File: src/rtl/atct_pkg.sv
// ----------------------------------------------------------------------------
// atct_pkg
// Shared constants, state type and control/status bundles of the tuner.
// ----------------------------------------------------------------------------
`default_nettype none

package atct_pkg;

  localparam int unsigned MAX_LEVELS_DEF = 64;

  localparam int unsigned MEAN_W     = 32;
  localparam int unsigned CNT_W      = 16;
  localparam int unsigned LVL_W      = 7;
  localparam int unsigned DVD_W      = 48;
  localparam int unsigned DSR_W      = CNT_W + 1;
  localparam int unsigned DIV_STEPS  = DVD_W;
  localparam int unsigned DCNT_W     = $clog2(DIV_STEPS);
  localparam int unsigned ENTRY_W    = MEAN_W + CNT_W;

  localparam int unsigned CFG_IDX_W  = 2;
  localparam int unsigned CFG_DATA_W = 16;
  localparam int unsigned IN_DATA_W  = 40;
  localparam int unsigned OUT_DATA_W = 8;

  localparam logic [CFG_IDX_W-1:0] CFG_THR_EN  = 2'd0;
  localparam logic [CFG_IDX_W-1:0] CFG_MIN_LVL = 2'd1;
  localparam logic [CFG_IDX_W-1:0] CFG_MIN_SMP = 2'd2;
  localparam logic [CFG_IDX_W-1:0] CFG_ACT_MAX = 2'd3;

  localparam logic             THR_EN_RST  = 1'b1;
  localparam logic [LVL_W-1:0] MIN_LVL_RST = 7'd1;
  localparam logic [CNT_W-1:0] MIN_SMP_RST = 16'd1;
  localparam logic [LVL_W-1:0] ACT_MAX_RST = 7'd64;

  localparam logic CMD_QUERY  = 1'b0;
  localparam logic CMD_SUBMIT = 1'b1;

  localparam logic [CNT_W-1:0]  CNT_SAT     = '1;
  localparam logic [MEAN_W-1:0] MEAN_UNSEEN = '1;

  typedef enum logic [3:0] {
    ST_IDLE,
    ST_DISP,
    ST_MUL,
    ST_LOAD,
    ST_DIV,
    ST_WR,
    ST_SRD,
    ST_SCHK,
    ST_RESP
  } atct_state_t;

  typedef struct packed {
    logic load_item;
    logic scan_init;
    logic scan_chk;
    logic ans_fixed;
    logic mul;
    logic div_init;
    logic div_step;
    logic wr;
    logic out_load;
  } atct_ctl_t;

  typedef struct packed {
    logic is_submit;
    logic lvl_ok;
    logic scan_needed;
    logic scan_done;
    logic div_last;
    logic out_free;
  } atct_sts_t;

endpackage

`default_nettype wire

File: src/rtl/atct_ctrl.sv
// ----------------------------------------------------------------------------
// atct_ctrl
// Sequencer of the tuner: dispatches a beat to the update or scan sequence, or straight to the result.
// ----------------------------------------------------------------------------
`default_nettype none

module atct_ctrl
  import atct_pkg::*;
(
  input  wire logic      clk,
  input  wire logic      rst_n,
  input  wire logic      in_tvalid,
  output logic           in_tready,
  input  wire atct_sts_t sts,
  output atct_ctl_t      ctl
);

  atct_state_t state_r;
  atct_state_t state_nxt;

  always_ff @(posedge clk) begin
    if (!rst_n) begin
      state_r <= ST_IDLE;
    end else begin
      state_r <= state_nxt;
    end
  end

  always_comb begin
    state_nxt = state_r;
    case (state_r)
      ST_IDLE: begin
        if (in_tvalid) state_nxt = ST_DISP;
      end
      ST_DISP: begin
        if (sts.is_submit) begin
          state_nxt = sts.lvl_ok ? ST_MUL : ST_IDLE;
        end else begin
          state_nxt = sts.scan_needed ? ST_SRD : ST_RESP;
        end
      end
      ST_MUL:  state_nxt = ST_LOAD;
      ST_LOAD: state_nxt = ST_DIV;
      ST_DIV: begin
        if (sts.div_last) state_nxt = ST_WR;
      end
      ST_WR:   state_nxt = ST_IDLE;
      ST_SRD:  state_nxt = ST_SCHK;
      ST_SCHK: state_nxt = sts.scan_done ? ST_RESP : ST_SRD;
      ST_RESP: begin
        if (sts.out_free) state_nxt = ST_IDLE;
      end
      default: state_nxt = ST_IDLE;
    endcase
  end

  always_comb begin
    ctl       = '0;
    in_tready = 1'b0;
    case (state_r)
      ST_IDLE: begin
        in_tready     = rst_n;
        ctl.load_item = in_tvalid;
      end
      ST_DISP: begin
        ctl.scan_init = !sts.is_submit && sts.scan_needed;
        ctl.ans_fixed = !sts.is_submit && !sts.scan_needed;
      end
      ST_MUL:  ctl.mul      = 1'b1;
      ST_LOAD: ctl.div_init = 1'b1;
      ST_DIV:  ctl.div_step = 1'b1;
      ST_WR:   ctl.wr       = 1'b1;
      ST_SCHK: ctl.scan_chk = 1'b1;
      ST_RESP: ctl.out_load = sts.out_free;
      default: ctl = '0;
    endcase
  end

endmodule

`default_nettype wire

File: config.mk
export PLATFORM = sky130hd
export DESIGN_NAME = atct_ctrl
export DESIGN_NICKNAME = d
export VERILOG_FILES = /design/src/rtl/atct_pkg.sv /design/src/rtl/atct_ctrl.sv
export SDC_FILE = /design/constraint.sdc
export NUM_CORES = 1
export LEC_CHECK = 0
export ABC_AREA = 1
export BUFFER_PORTS_ARGS = -buffer_cell sky130_fd_sc_hd__buf_4
export CAP_MARGIN = 10
export CORE_AREA = 2 2 39 41
export CTS_CLUSTER_SIZE = 25
export DETAILED_ROUTE_END_ITERATION = 7
export DIE_AREA = 0 0 41 43
export GPL_TIMING_DRIVEN = 0
export SLEW_MARGIN = 20
export SYNTH_ARGS = -nofsm -noshare
export SYNTH_HDL_FRONTEND = slang
export SYNTH_SLANG_ARGS = --single-unit
File: constraint.sdc
create_clock -name clk -period 1 [get_ports clk]
set_input_delay 0.1 -clock clk [delete_from_list [all_inputs] [get_ports clk]]
set_output_delay 0.1 -clock clk [all_outputs]
set_load 0.01 [all_outputs]
==> results.toml <==
[clocking]
clkSlewWorstSetupHoldPaths_ns = 0.04
cts_htree_levels = 1
cts_root_buf = "clkbuf_4"
cts.path.max_buffers = 2
cts_made_buffers = 3
cts_tree = "built"
ctsHoldBuffers = 0
clock-sinks = 4
clkLatencyLatePin_ns = 0.23

[sta]
fin_skew_ns = 0.002875
hold_viol_final = 0
slew_violations = 0
slew_headroom = 0.8588
grt_setup_unrepaired = "true"
finalCritPeriodShare = 1.239
max_freq_ghz = 0.8070
worst_pin_slew_ns = 0.2112
setup_viol = 14
fin_crit_ns = 1.239
fin_ws_ns = -0.2392
tns_ns = -2.582

[yosys]
avgSynthCellArea_um2 = 5.813
synth_fa_ha_area_frac = 0
netlist_area_um2 = 377.9
synth_xor_area_frac = 0
synthMuxAreaShare = 0
ys_seq_area_frac = 0.2119
synth.distinct_cells = 14
syn-instance-count = 65
synth_top_family_by_area = "simple AND/OR/NAND/NOR gates"
synth_compound_area_frac = 0.02318
synthesis.nets = 74
ys_seq_elements = 4
ys_warn_count = 0
synthSimpleGateAreaFrac = 0.5662

[global_route]
grt_usage = 0.1315
overflow = 0
antenna_found_initial = 0
grt_max_degree = 7
grt_pass1_vias = 414
grt_pass1_wl_um = 1518

[route]
drtAntennaViolNets = 0
vias_per_cell = 4.246
wl_per_cell_um = 8.781
drtIter0Drc = 6
wl_um = 1001
dr.pass1.iters = 4
vias = 484
drc = 0

[cells_and_area]
stdcell_count = 114
fill_cells = 131
largestRegisters = "state_r: 4 flops"
regMostFlops = "state_r"
layout_common_cells = "buf_4, inv_1, buf_6"
diodes = 0
drive_above_1_share = 0.6429
largest_reg_flops = 4
area_growth_pct = 107.3
num-nets-final = 109
layout_commonest_cell = "buf_4"

[setup_path]
start_kind = "register"
cp-end-kind = "primary output"
criticalPathCategory = "register to primary output"
critical_path_peak_fanout = 6
crit_chain = "nor2_4 > nand3_2 > nor2_2 > buf_4"
critPathRequiredTime_ns = 0.90
crit_arrival_ns = 1.14
max_stage_delay_ns = 0.36
cp_slowest_cell = "dfxtp_4"

[floorplan]
ios = 19
num_rows = 14
die_h_um = 43
core-area_um2 = 1384
die_area_um2 = 1763
start_util = 0.2731
die_w_um = 41

[pwr]
p_per_area_nw_per_um2 = 1066
p_leak_nw = 0.4279
vdd.ir_drop.worst_mv = 0.6447
finalPower_uw = 834.8

[run]
drv_cap = 0

[placed_design]
numPlacedInstances = 99
dp_hpwl_um = 677.6
portBuffers = 18
gp_congestion = 0.7372
pre_cts_ws_ns = -0.07630

[outcome]
status = "finished with violations"
violations = "negative setup slack"

[hold_path]
hp-class = "primary input to register"
final timing paths:
| kind | startpoint | endpoint | slack (ns) | cells after the start |
|---|---|---|---|---|
| worst max register to register | state_r[3] | state_r[2] | -0.16 | 7 |
| worst max-delay path | state_r[1] | ctl[0] | -0.24 | 4 |
| worst min-delay path | rst_n | state_r[3] | 0.06 | 3 |
| worst min register to register | state_r[0] | state_r[0] | 0.63 | 3 |
report_power, final:
part           internal (mW)  total, mW  switching [mW]
clock network          0.134      0.200          0.0657
logic                  0.221      0.426           0.205
registers              0.177      0.209          0.0317
cells in the mapped netlist:
cell / instances / area share
a21oi_2: 1 / 0.023
clkinv_1: 1 / 0.0099
dfxtp_1: 4 / 0.21
inv_1: 16 / 0.16
inv_2: 3 / 0.030
nand2_1: 12 / 0.12
nand2_2: 2 / 0.033
nand3_1: 9 / 0.12
nand3_4: 1 / 0.046
nand4_1: 2 / 0.033
nor2_1: 10 / 0.099
nor2_2: 2 / 0.033
nor2_4: 1 / 0.030
nor2_8: 1 / 0.053
area by class of cell:
class	count	area (um2)	area share
inverters	20	80.08	0.1022
flip-flops and latches	4	92.59	0.1182
multi-input cells	41	285.3	0.3642
repair buffers	30	282.8	0.3610
well taps	16	20.02	0.02556
clock buffers	3	22.52	0.02875
through the flow:
stage,util,hold WS [ns],cell area [um2]
finish,0.5660,0.06469,783.3
global route,0.5660,0.08086,783.3
CTS,0.4982,0.05557,689.4
detailed placement,0.3852,0.3063,533.0
global placement,0.3852,0.3024,533.0
floorplan,-,0.1976,377.9
cell families after synthesis:
logic type	count (synthesis)
simple gates	40
flops	4
compound gates	1
buf+inv	20
repair_timing:
item / CTS / global route
setup buffers: 11 / 4
setup endpoints to repair: 14 / 14
gates cloned: 0 / 0
resized for setup: 22 / 21
endpoints found under the hold margin: 0 / 0
pin swaps: 4 / 9
critical path: cells and delay by family (launching register included):
| kind | cells | cell delay [ns] |
|---|---|---|
| DFF | 1 | 0.36 |
| buffers and inverters | 1 | 0.12 |
| and+or+nand+nor | 3 | 0.42 |
routing by layer:
metal | GRT usage | wire [um]
met2 | 0.1781 | 535
met1 | 0.1608 | 398
met3 | 0.01571 | 37
met5 | 0 | 0
met4 | 0.1400 | 30
No activity file was read; power rests on OpenSTA's default activity.
